[src/rtl/core/pps_pkg.sv]
// Shared widths, constants and bundle types of the priority scheduler.
package pps_pkg;

  localparam int unsigned PpsMaxProcs = 16;
  // Cell index width on the broadcast bus, wide enough for up to 64 cells.
  localparam int unsigned PpsIdxW     = 6;
  localparam int unsigned PpsArrW     = 16;
  localparam int unsigned PpsBurstW   = 8;
  localparam int unsigned PpsPrioW    = 8;
  localparam int unsigned PpsTimeW    = 17;
  localparam int unsigned PpsTaskIdxW = 4;

  // Task fields written into one cell.
  typedef struct packed {
    logic [PpsArrW-1:0]   arrival;
    logic [PpsBurstW-1:0] burst;
    logic [PpsPrioW-1:0]  prio;
  } pps_task_t;

  // Control broadcast from the sequencer to every cell.
  typedef struct packed {
    logic                wr;
    logic                clr;
    logic                dec;
    logic [PpsIdxW-1:0]  sel;
    logic [PpsTimeW-1:0] sim_clk;
  } pps_ctrl_t;

  // Partial selection result handed from cell to cell.
  typedef struct packed {
    logic                found;
    logic [PpsPrioW-1:0] best;
    logic [PpsIdxW-1:0]  pick;
    logic                any_future;
    logic [PpsArrW-1:0]  next_arr;
  } pps_wave_t;

  // Per-cell fields needed to build a result.
  typedef struct packed {
    logic [PpsArrW-1:0]   arrival;
    logic [PpsBurstW-1:0] burst;
    logic [PpsTimeW-1:0]  finish;
  } pps_view_t;

endpackage

[src/rtl/core/pps_in_if.sv]
// Task input channel: valid/ready handshake with the task fields.
interface pps_in_if import pps_pkg::*; ();
  logic                 valid;
  logic                 ready;
  logic [PpsArrW-1:0]   arrival;
  logic [PpsBurstW-1:0] burst;
  logic [PpsPrioW-1:0]  priority_req;
  logic                 last_task;

  modport source (output valid, output arrival, output burst, output priority_req,
                  output last_task, input ready);
  modport sink   (input valid, input arrival, input burst, input priority_req,
                  input last_task, output ready);
endinterface

[src/rtl/core/pps_out_if.sv]
// Result output channel: valid/ready handshake with the per-task statistics.
interface pps_out_if import pps_pkg::*; ();
  logic                   valid;
  logic                   ready;
  logic [PpsTaskIdxW-1:0] task_index;
  logic [PpsTimeW-1:0]    completion_time;
  logic [PpsTimeW-1:0]    turnaround;
  logic [PpsTimeW-1:0]    waiting;
  logic                   last_result;

  modport source (output valid, output task_index, output completion_time,
                  output turnaround, output waiting, output last_result, input ready);
  modport sink   (input valid, input task_index, input completion_time,
                  input turnaround, input waiting, input last_result, output ready);
endinterface

[src/rtl/core/pps_cell.sv]
// One scheduler cell: holds a task and folds it into the passing selection wave.
module pps_cell import pps_pkg::*; (
  input  logic               clk_i,
  input  logic               rst_ni,
  input  logic [PpsIdxW-1:0] idx_i,
  input  pps_ctrl_t          ctrl_i,
  input  pps_task_t          task_i,
  input  pps_wave_t          wave_i,
  output pps_wave_t          wave_o,
  output pps_view_t          view_o
);

  logic                 loaded_q;
  logic [PpsArrW-1:0]   arrival_q;
  logic [PpsBurstW-1:0] burst_q;
  logic [PpsPrioW-1:0]  prio_q;
  logic [PpsBurstW-1:0] rem_q;
  logic [PpsTimeW-1:0]  fin_q;
  pps_wave_t            wave_q;
  pps_wave_t            wave_d;

  logic hit;
  logic active;
  logic arrived;

  assign hit     = (ctrl_i.sel == idx_i);
  assign active  = loaded_q && (rem_q != '0);
  assign arrived = ({1'b0, arrival_q} <= ctrl_i.sim_clk);

  always_ff @(posedge clk_i or negedge rst_ni) begin
    if (!rst_ni) begin
      loaded_q <= 1'b0;
    end else if (ctrl_i.clr) begin
      loaded_q <= 1'b0;
    end else if (ctrl_i.wr && hit) begin
      loaded_q <= 1'b1;
    end
  end

  always_ff @(posedge clk_i) begin
    if (ctrl_i.wr && hit) begin
      arrival_q <= task_i.arrival;
      burst_q   <= task_i.burst;
      prio_q    <= task_i.prio;
      rem_q     <= task_i.burst;
    end else if (ctrl_i.dec && hit) begin
      rem_q <= rem_q - PpsBurstW'(1);
      // record the finish tick on the last tick of service
      if (rem_q == PpsBurstW'(1)) begin
        fin_q <= ctrl_i.sim_clk + PpsTimeW'(1);
      end
    end
  end

  always_comb begin
    wave_d = wave_i;
    if (active && arrived) begin
      if (!wave_i.found || (prio_q < wave_i.best)) begin
        wave_d.found = 1'b1;
        wave_d.best  = prio_q;
        wave_d.pick  = idx_i;
      end
    end else if (active) begin
      if (!wave_i.any_future || (arrival_q < wave_i.next_arr)) begin
        wave_d.any_future = 1'b1;
        wave_d.next_arr   = arrival_q;
      end
    end
  end

  always_ff @(posedge clk_i) begin
    wave_q <= wave_d;
  end

  assign wave_o         = wave_q;
  assign view_o.arrival = arrival_q;
  assign view_o.burst   = burst_q;
  assign view_o.finish  = fin_q;

endmodule

[src/rtl/core/preemptive_priority_scheduler_core.sv]
// Tasks load at one transaction per cycle while the block is loading.
// After the task marked last, each simulated tick (and each idle gap) takes
// one selection sweep down the cell chain, plus one final sweep.
// Results then leave at one transaction per cycle while the sink is ready; input is stalled until the last one.
// Reset clears the sequencer, the task count and every cell's loaded flag.
module preemptive_priority_scheduler_core import pps_pkg::*; #(
  parameter int unsigned MaxProcs = PpsMaxProcs
) (
  input  logic      clk_i,
  input  logic      rst_ni,
  pps_in_if.sink    task_i,
  pps_out_if.source result_o
);

  localparam int unsigned IdxW = (MaxProcs > 1) ? $clog2(MaxProcs) : 1;
  localparam int unsigned CntW = $clog2(MaxProcs + 1);

  localparam logic [1:0] StLoad  = 2'd0;
  localparam logic [1:0] StSweep = 2'd1;
  localparam logic [1:0] StEmit  = 2'd2;

  logic [1:0]          state_q, state_d;
  logic [CntW-1:0]     count_q, count_d;
  logic [CntW-1:0]     sweep_q, sweep_d;
  logic [IdxW-1:0]     emit_q, emit_d;
  logic [PpsTimeW-1:0] sim_q, sim_d;
  logic                out_valid_q, out_valid_d;

  logic [PpsTaskIdxW-1:0] tidx_q;
  logic [PpsTimeW-1:0]    ct_q, tat_q, wt_q;
  logic                   lastr_q;

  pps_ctrl_t ctrl;
  pps_task_t wr_task;
  pps_wave_t wave [MaxProcs+1];
  pps_view_t views [MaxProcs];
  pps_wave_t tail;
  pps_view_t sel_view;

  logic                   in_ready;
  logic                   accept;
  logic                   out_load;
  logic                   emit_last;
  logic [IdxW+3:0]        emit_ext;
  logic [PpsTimeW-1:0]    tat;
  logic [PpsTimeW-1:0]    wt;

  assign wave[0] = '0;
  assign tail    = wave[MaxProcs];

  for (genvar k = 0; k < MaxProcs; k++) begin : g_cell
    pps_cell u_cell (
      .clk_i  (clk_i),
      .rst_ni (rst_ni),
      .idx_i  (PpsIdxW'(k)),
      .ctrl_i (ctrl),
      .task_i (wr_task),
      .wave_i (wave[k]),
      .wave_o (wave[k+1]),
      .view_o (views[k])
    );
  end

  assign wr_task.arrival = task_i.arrival;
  assign wr_task.burst   = (task_i.burst == '0) ? PpsBurstW'(1) : task_i.burst;
  assign wr_task.prio    = task_i.priority_req;

  assign in_ready  = (state_q == StLoad);
  assign accept    = task_i.valid && in_ready;
  assign emit_last = ((CntW'(emit_q) + CntW'(1)) == count_q);
  assign out_load  = (state_q == StEmit) && (!out_valid_q || result_o.ready);

  assign sel_view = views[emit_q];
  assign tat      = sel_view.finish - {1'b0, sel_view.arrival};
  assign wt       = tat - PpsTimeW'(sel_view.burst);
  assign emit_ext = (IdxW + 4)'(emit_q);

  always_comb begin
    state_d      = state_q;
    count_d      = count_q;
    sweep_d      = sweep_q;
    emit_d       = emit_q;
    sim_d        = sim_q;
    ctrl         = '0;
    ctrl.sim_clk = sim_q;
    case (state_q)
      StLoad: begin
        if (accept) begin
          // drop tasks beyond the cell count, but still honor the last mark
          if (count_q < CntW'(MaxProcs)) begin
            ctrl.wr  = 1'b1;
            ctrl.sel = PpsIdxW'(count_q);
            count_d  = count_q + CntW'(1);
          end
          if (task_i.last_task) begin
            state_d = StSweep;
            sim_d   = '0;
            sweep_d = '0;
          end
        end
      end
      StSweep: begin
        if (sweep_q == CntW'(MaxProcs)) begin
          sweep_d = '0;
          if (tail.found) begin
            ctrl.dec = 1'b1;
            ctrl.sel = tail.pick;
            sim_d    = sim_q + PpsTimeW'(1);
          end else if (tail.any_future) begin
            // skip the idle gap up to the next arrival
            sim_d = PpsTimeW'(tail.next_arr);
          end else begin
            state_d = StEmit;
            emit_d  = '0;
          end
        end else begin
          sweep_d = sweep_q + CntW'(1);
        end
      end
      StEmit: begin
        if (out_load) begin
          emit_d = emit_q + IdxW'(1);
          if (emit_last) begin
            state_d  = StLoad;
            count_d  = '0;
            emit_d   = '0;
            ctrl.clr = 1'b1;
          end
        end
      end
      default: begin
        state_d = StLoad;
      end
    endcase
  end

  always_comb begin
    out_valid_d = out_valid_q;
    if (out_load) begin
      out_valid_d = 1'b1;
    end else if (result_o.ready) begin
      out_valid_d = 1'b0;
    end
  end

  always_ff @(posedge clk_i or negedge rst_ni) begin
    if (!rst_ni) begin
      state_q     <= StLoad;
      count_q     <= '0;
      sweep_q     <= '0;
      emit_q      <= '0;
      sim_q       <= '0;
      out_valid_q <= 1'b0;
    end else begin
      state_q     <= state_d;
      count_q     <= count_d;
      sweep_q     <= sweep_d;
      emit_q      <= emit_d;
      sim_q       <= sim_d;
      out_valid_q <= out_valid_d;
    end
  end

  always_ff @(posedge clk_i) begin
    if (out_load) begin
      tidx_q  <= emit_ext[PpsTaskIdxW-1:0];
      ct_q    <= sel_view.finish;
      tat_q   <= tat;
      wt_q    <= wt;
      lastr_q <= emit_last;
    end
  end

  assign task_i.ready             = in_ready;
  assign result_o.valid           = out_valid_q;
  assign result_o.task_index      = tidx_q;
  assign result_o.completion_time = ct_q;
  assign result_o.turnaround      = tat_q;
  assign result_o.waiting         = wt_q;
  assign result_o.last_result     = lastr_q;

  a_count_bound: assert property (@(posedge clk_i) disable iff (!rst_ni)
    count_q <= CntW'(MaxProcs))
    else $error("task count exceeds cell count");

  a_sweep_nonempty: assert property (@(posedge clk_i) disable iff (!rst_ni)
    (state_q == StSweep) |-> (count_q != '0))
    else $error("simulation running with no loaded task");

  a_pick_loaded: assert property (@(posedge clk_i) disable iff (!rst_ni)
    (state_q == StSweep && sweep_q == CntW'(MaxProcs) && tail.found)
      |-> (CntW'(tail.pick) < count_q))
    else $error("selected task lies beyond the loaded cells");

  a_run_closes: assert property (@(posedge clk_i) disable iff (!rst_ni)
    (out_load && emit_last)
      |=> (state_q == StLoad && count_q == '0 && result_o.valid && result_o.last_result))
    else $error("run did not close after the final result");

endmodule
[src/flat_wrapper.sv]
// flat-port wrapper written by rule: the top's interface ports become plain ports
module preemptive_priority_scheduler_core_flat import pps_pkg::*;
#(
  parameter int unsigned MaxProcs = PpsMaxProcs
)
  (clk_i, rst_ni, task_i_valid, task_i_arrival, task_i_burst, task_i_priority_req, task_i_last_task, task_i_ready, result_o_valid, result_o_task_index, result_o_completion_time, result_o_turnaround, result_o_waiting, result_o_last_result, result_o_ready);
  pps_in_if task_i_i ();
  pps_out_if result_o_i ();
  input  logic clk_i;
  input  logic rst_ni;
  input wire logic [$bits(task_i_i.valid)-1:0] task_i_valid;
  input wire logic [$bits(task_i_i.arrival)-1:0] task_i_arrival;
  input wire logic [$bits(task_i_i.burst)-1:0] task_i_burst;
  input wire logic [$bits(task_i_i.priority_req)-1:0] task_i_priority_req;
  input wire logic [$bits(task_i_i.last_task)-1:0] task_i_last_task;
  output wire logic [$bits(task_i_i.ready)-1:0] task_i_ready;
  output wire logic [$bits(result_o_i.valid)-1:0] result_o_valid;
  output wire logic [$bits(result_o_i.task_index)-1:0] result_o_task_index;
  output wire logic [$bits(result_o_i.completion_time)-1:0] result_o_completion_time;
  output wire logic [$bits(result_o_i.turnaround)-1:0] result_o_turnaround;
  output wire logic [$bits(result_o_i.waiting)-1:0] result_o_waiting;
  output wire logic [$bits(result_o_i.last_result)-1:0] result_o_last_result;
  input wire logic [$bits(result_o_i.ready)-1:0] result_o_ready;
  assign task_i_i.valid = task_i_valid;
  assign task_i_i.arrival = task_i_arrival;
  assign task_i_i.burst = task_i_burst;
  assign task_i_i.priority_req = task_i_priority_req;
  assign task_i_i.last_task = task_i_last_task;
  assign task_i_ready = task_i_i.ready;
  assign result_o_valid = result_o_i.valid;
  assign result_o_task_index = result_o_i.task_index;
  assign result_o_completion_time = result_o_i.completion_time;
  assign result_o_turnaround = result_o_i.turnaround;
  assign result_o_waiting = result_o_i.waiting;
  assign result_o_last_result = result_o_i.last_result;
  assign result_o_i.ready = result_o_ready;
  preemptive_priority_scheduler_core #(.MaxProcs(MaxProcs)) u_core (.clk_i(clk_i), .rst_ni(rst_ni), .task_i(task_i_i), .result_o(result_o_i));
endmodule
[config.mk]
export PLATFORM = sky130hd
export DESIGN_NAME = preemptive_priority_scheduler_core_flat
export DESIGN_NICKNAME = d
export VERILOG_FILES = /design/src/rtl/core/pps_pkg.sv /design/src/rtl/core/pps_in_if.sv /design/src/rtl/core/pps_out_if.sv /design/src/rtl/core/pps_cell.sv /design/src/rtl/core/preemptive_priority_scheduler_core.sv /design/src/flat_wrapper.sv
export SDC_FILE = /design/constraint.sdc
export NUM_CORES = 2
export LEC_CHECK = 0
export ABC_CLOCK_PERIOD_IN_PS = 17280
export BUFFER_PORTS_ARGS = -buffer_cell sky130_fd_sc_hd__buf_2
export CAP_MARGIN = 25
export CORE_MARGIN = 4
export CORE_UTILIZATION = 65
export CTS_CLUSTER_DIAMETER = 200
export CTS_CLUSTER_SIZE = 28
export DETAILED_ROUTE_END_ITERATION = 16
export PLACE_DENSITY_LB_ADDON = 0.2
export RECOVER_POWER = 50
export REMOVE_ABC_BUFFERS = 1
export SLEW_MARGIN = 10
export SYNTH_ARGS = -nofsm -noshare
export SYNTH_HDL_FRONTEND = slang
export SYNTH_SLANG_ARGS = --single-unit
[constraint.sdc]
create_clock -name clk_i -period 17.28 [get_ports clk_i]
set_clock_uncertainty 0.15 [all_clocks]
set_input_delay 3.456 -clock clk_i [delete_from_list [all_inputs] [get_ports clk_i]]
set_output_delay 3.456 -clock clk_i [all_outputs]
set_load 0.005 [all_outputs]
==> key figures <==
Die
  – Core Region: 0.108 sq mm
  – Starting density of the core: 65.8%
  – # IOs: 95
  – Die X: 338 um
  – Die area: 0.114 sq mm
  – Die height: 338 um
  – Row cnt: 120

GRT
  – Initial antenna violation count: 8
  – GRT Resource Usage Total: 33.5%
  – Met2 Usage GRT: 53.8%
  – Met3 usage: 6.11%
  – Vias in the first global route: 44,900
  – Busiest grt layer: met2
  – Grt ovf: 0
  – Largest net degree at the start of global routing: 132
  – GRT met1 Usage: 44.5%
  – First-pass GRT wire length: 283,000 um

Routing
  – Number of iterations in the first detailed-routing pass: 6
  – DRT Wirelength: 192,000 um
  – Antenna-violating nets left: 0
  – Vias per inst: 6.51
  – DR iter-0 viols: 4,885
  – Vias: 45,900
  – DRC Markers: 0
  – DR WL/cell: 27.2 um

Power and ir drop
  – Switch Pwr: 4.64 mW
  – Sequential share of power: 40.9%
  – Combinational fraction of design power: 45.0%
  – Maximum vdd drop: 0.000250 V
  – Total power: 12.2 mW
  – Pint: 7.52 mW
  – Pleak: 28.9 nW
  – Switching share of power: 38.1%
  – Clk network pwr share: 14.2%
  – P per Cell Area: 163 mW/mm^2

Critical path
  – Crit path max fanout: 50
  – Critical Path Sink Type: register
  – R2r startpoint: u_core.emit_q[1]$_DFFE_PN0P_
  – Worst path cell trace: clkbuf_1 -> mux4_2 -> a22oi_1 -> and2_0 -> ha_1 -> inv_1 -> fa_1 -> a21oi_1 -> a2bb2oi_1 -> nor2b_1 -> xnor2_1 -> ha_1 -> or2_2 -> a21oi_1 -> a21oi_1 -> or2_2 -> nor4_2 -> xor2_1
  – R2R Path End: u_core.result_o.waiting[16]$_DFFE_PP_
  – Worst EP arrival: 9.31 ns
  – Largest delay share family, worst path: buffers and inverters
  – CP max stage cell: dfrtp_1
  – Worst path max stage delay: 2.08 ns
  – Startpoint types: register
  – Flop-to-flop setup slack: 8.31 ns
  – Buf/Inv on CP: 2
  – Worst reg2reg path depth: 18
  – CP Class: register to register
  – CP dominant cell by count: a21oi_1
  – Worst EP required: 17.62 ns

Synth
  – Number of synthesized flops with an enable pin: 968
  – Ranking of synthesized cells by area: edfxtp_1 41%, dfxtp_1 13%, ha_1 12%
  – Post-synthesis async set-or-reset flop share: 3.39%
  – Netlist Area Pre-Place: 0.0707 sq mm
  – Synth Register Bits: 1,475
  – Post-synth top area share: 41.1%
  – Post-synthesis cell type with the largest combined area: edfxtp_1
  – Syn Inst Count: 5,500
  – Sequential-to-total area share from yosys stat: 55.8%
  – Top-count cell post-synth: edfxtp_1
  – Synth warn: 0
  – Mean area per synthesized cell: 12.9 sq um
  – Synth cell types: 89
  – Top FF cell, synth: edfxtp_1
  – Most frequent cells after synthesis: 968 x edfxtp_1, 662 x ha_1, 457 x dfxtp_1

Clock network
  – CTS sink count: 1,475
  – Root buffer cell: clkbuf_16
  – PostCTS Resize Cnt: 0
  – Clk buf depth: 3
  – Worst-path clk slew: 0.11 ns
  – # H-tree levels: 2
  – CTS tree: built
  – Post-CTS setup buffer count: 0
  – Worst skew pair latency: 0.75 ns
  – CTS hold repair buffers: 0
  – Total CTS buffers: 58

Layout
  – Fraction of layout cells with a size suffix above 1: 11.8%
  – Fin nets: 6,291
  – Area grow syn2layout: 5.66%
  – Post-Route Utilization: 69.5%

Timing
  – Tcrit/Tclk final: 51.9%
  – Pins Over Slew Limit: 777
  – Final setup viols: 0
  – RSZ-0062 raised after global routing: false
  – Fin Hold WS: 0.268 ns
  – Max-slew headroom: -172%
  – Crit path time final: 8.97 ns
  – FMAX: 0.112 GHz
  – Actual slew at the worst max-slew pin: 4.09 ns
  – Setup TNS: 0 ns
  – Final Hold Viols: 0

Job
  – Number of max-cap violations: 29

Placement
  – Port bufs: 94
  – DPL Wire Length: 136,000 um
  – RePlAce Congestion: 0.908

Status
  – Failing checks: capacitance limit, slew limit
  – Status: finished with violations

Worst hold path
  – Hold depth: 1
  – Hold EP: u_core.g_cell[6].u_cell.wave_o[18]$_DFF_P_
  – Hold Path Class: register to register
  – Hold path startpoint: u_core.g_cell[5].u_cell.wave_o[18]$_DFF_P_
## logic make-up after synthesis
| group | count (synthesis) | share of synthesized area (%) |
|---|---|---|
| DFF | 1475 | 55.8 |
| AOI/OAI and AO/OA | 1032 | 9.34 |
| and+or+nand+nor | 945 | 7.01 |
| adders and majority gates | 664 | 11.8 |
| buffers and inverters | 621 | 3.34 |
| muxes | 618 | 10.9 |
| xor gates and xnor gates | 145 | 1.80 |
## power by group through the flow
stage	logic [mW]	clock network, mW	registers [mW]
2_1_floorplan	3.88	0	4.99
3_3_place_gp	5.20	0	5.02
3_5_place_dp	5.37	0	5.04
4_1_cts	5.42	1.74	4.96
5_1_grt	5.95	1.87	5.03
6_report	5.47	1.72	4.97
## layout make-up
type	count	area (sq um)
repair buffers	194	1090
flip-flops and latches	1475	39500
clock inverters	3	61.3
well taps	1403	1760
clock buffers	106	1650
fillers	7521	32800
diodes	11	27.5
multi-input cells	3404	28900
inverters	457	1720
## how the worst max path moves through the flow
stage	start	to	slack [ns]	cells after the start
2_1_floorplan	u_core.emit_q[0]$_DFFE_PN0P_	u_core.result_o.waiting[16]$_DFFE_PP_	5.03	17
3_3_place_gp	task_i_valid	u_core.g_cell[10].u_cell.arrival_q[14]$_DFFE_PP_	10.0	7
3_5_place_dp	task_i_valid	u_core.g_cell[10].u_cell.arrival_q[12]$_DFFE_PP_	9.90	7
4_1_cts	u_core.emit_q[0]$_DFFE_PN0P_	u_core.result_o.waiting[16]$_DFFE_PP_	10.09	18
5_1_grt	u_core.emit_q[1]$_DFFE_PN0P_	u_core.result_o.waiting[16]$_DFFE_PP_	7.86	18
6_report	u_core.emit_q[1]$_DFFE_PN0P_	u_core.result_o.waiting[16]$_DFFE_PP_	8.31	18
## cell usage in the layout, fill, tap and decap left out, drive strengths merged, types with 23 or more instances in the layout
cell type	netlist	routed
a21o	142	142
xor2	49	49
nand2	225	225
clkbuf	114	177
buf	50	123
o21ai	278	278
mux4	82	82
xnor2	96	96
a31oi	23	23
nand2b	69	69
nor2b	69	69
o21a	80	80
edfxtp	968	968
and3	33	33
mux2i	141	141
a211oi	31	31
o211ai	27	27
dfrtp	50	50
ha	662	662
nand3	60	60
a21oi	265	265
nor2	198	198
nor4	36	36
and2	27	27
dfxtp	457	457
mux2	395	395
and4	40	40
nand4	40	40
inv	456	458
nor3	66	66
a221oi	63	63
## registers in the layout, indices dropped and copies added (netlist names)
signal and flops:
u_core.result_o.waiting 17, u_core.g_cell.u_cell.fin_q 272, u_core.state_q 2, u_core.result_o.completion_time 17, u_core.result_o.turnaround 17, u_core.emit_q 4
u_core.result_o.valid 1, u_core.g_cell.u_cell.wave_o 457, u_core.g_cell.u_cell.rem_q 128, u_core.result_o.task_index 4, u_core.sweep_q 5, u_core.sim_q 17
u_core.result_o.last_result 1, u_core.count_q 5, u_core.g_cell.u_cell.burst_q 128, u_core.g_cell.u_cell.prio_q 128, u_core.g_cell.u_cell.arrival_q 256, u_core.g_cell.u_cell.loaded_q 16
## layer usage
metal  vias to the layer above  part of all wire, %  wire [um]
met3                       516                  9.1      17400
li1                      20600                    -          -
met1                     22600                   39      74600
met2                      2253                   46      88200
met4                         2                  6.0      11500
met5                         -               0.0089         17
## stage by stage
stage                     cell area (sq um)  setup WS [ns]  std cells
final                                 74700           8.31       7053
after global routing                  74700           7.86       7042
after CTS                             74900          10.09       7031
after detailed placement              73200           9.90       6922
after global placement                73100           10.0       6918
after floorplan                       70000           5.03       5336
Power figures use the tool's default switching activity.
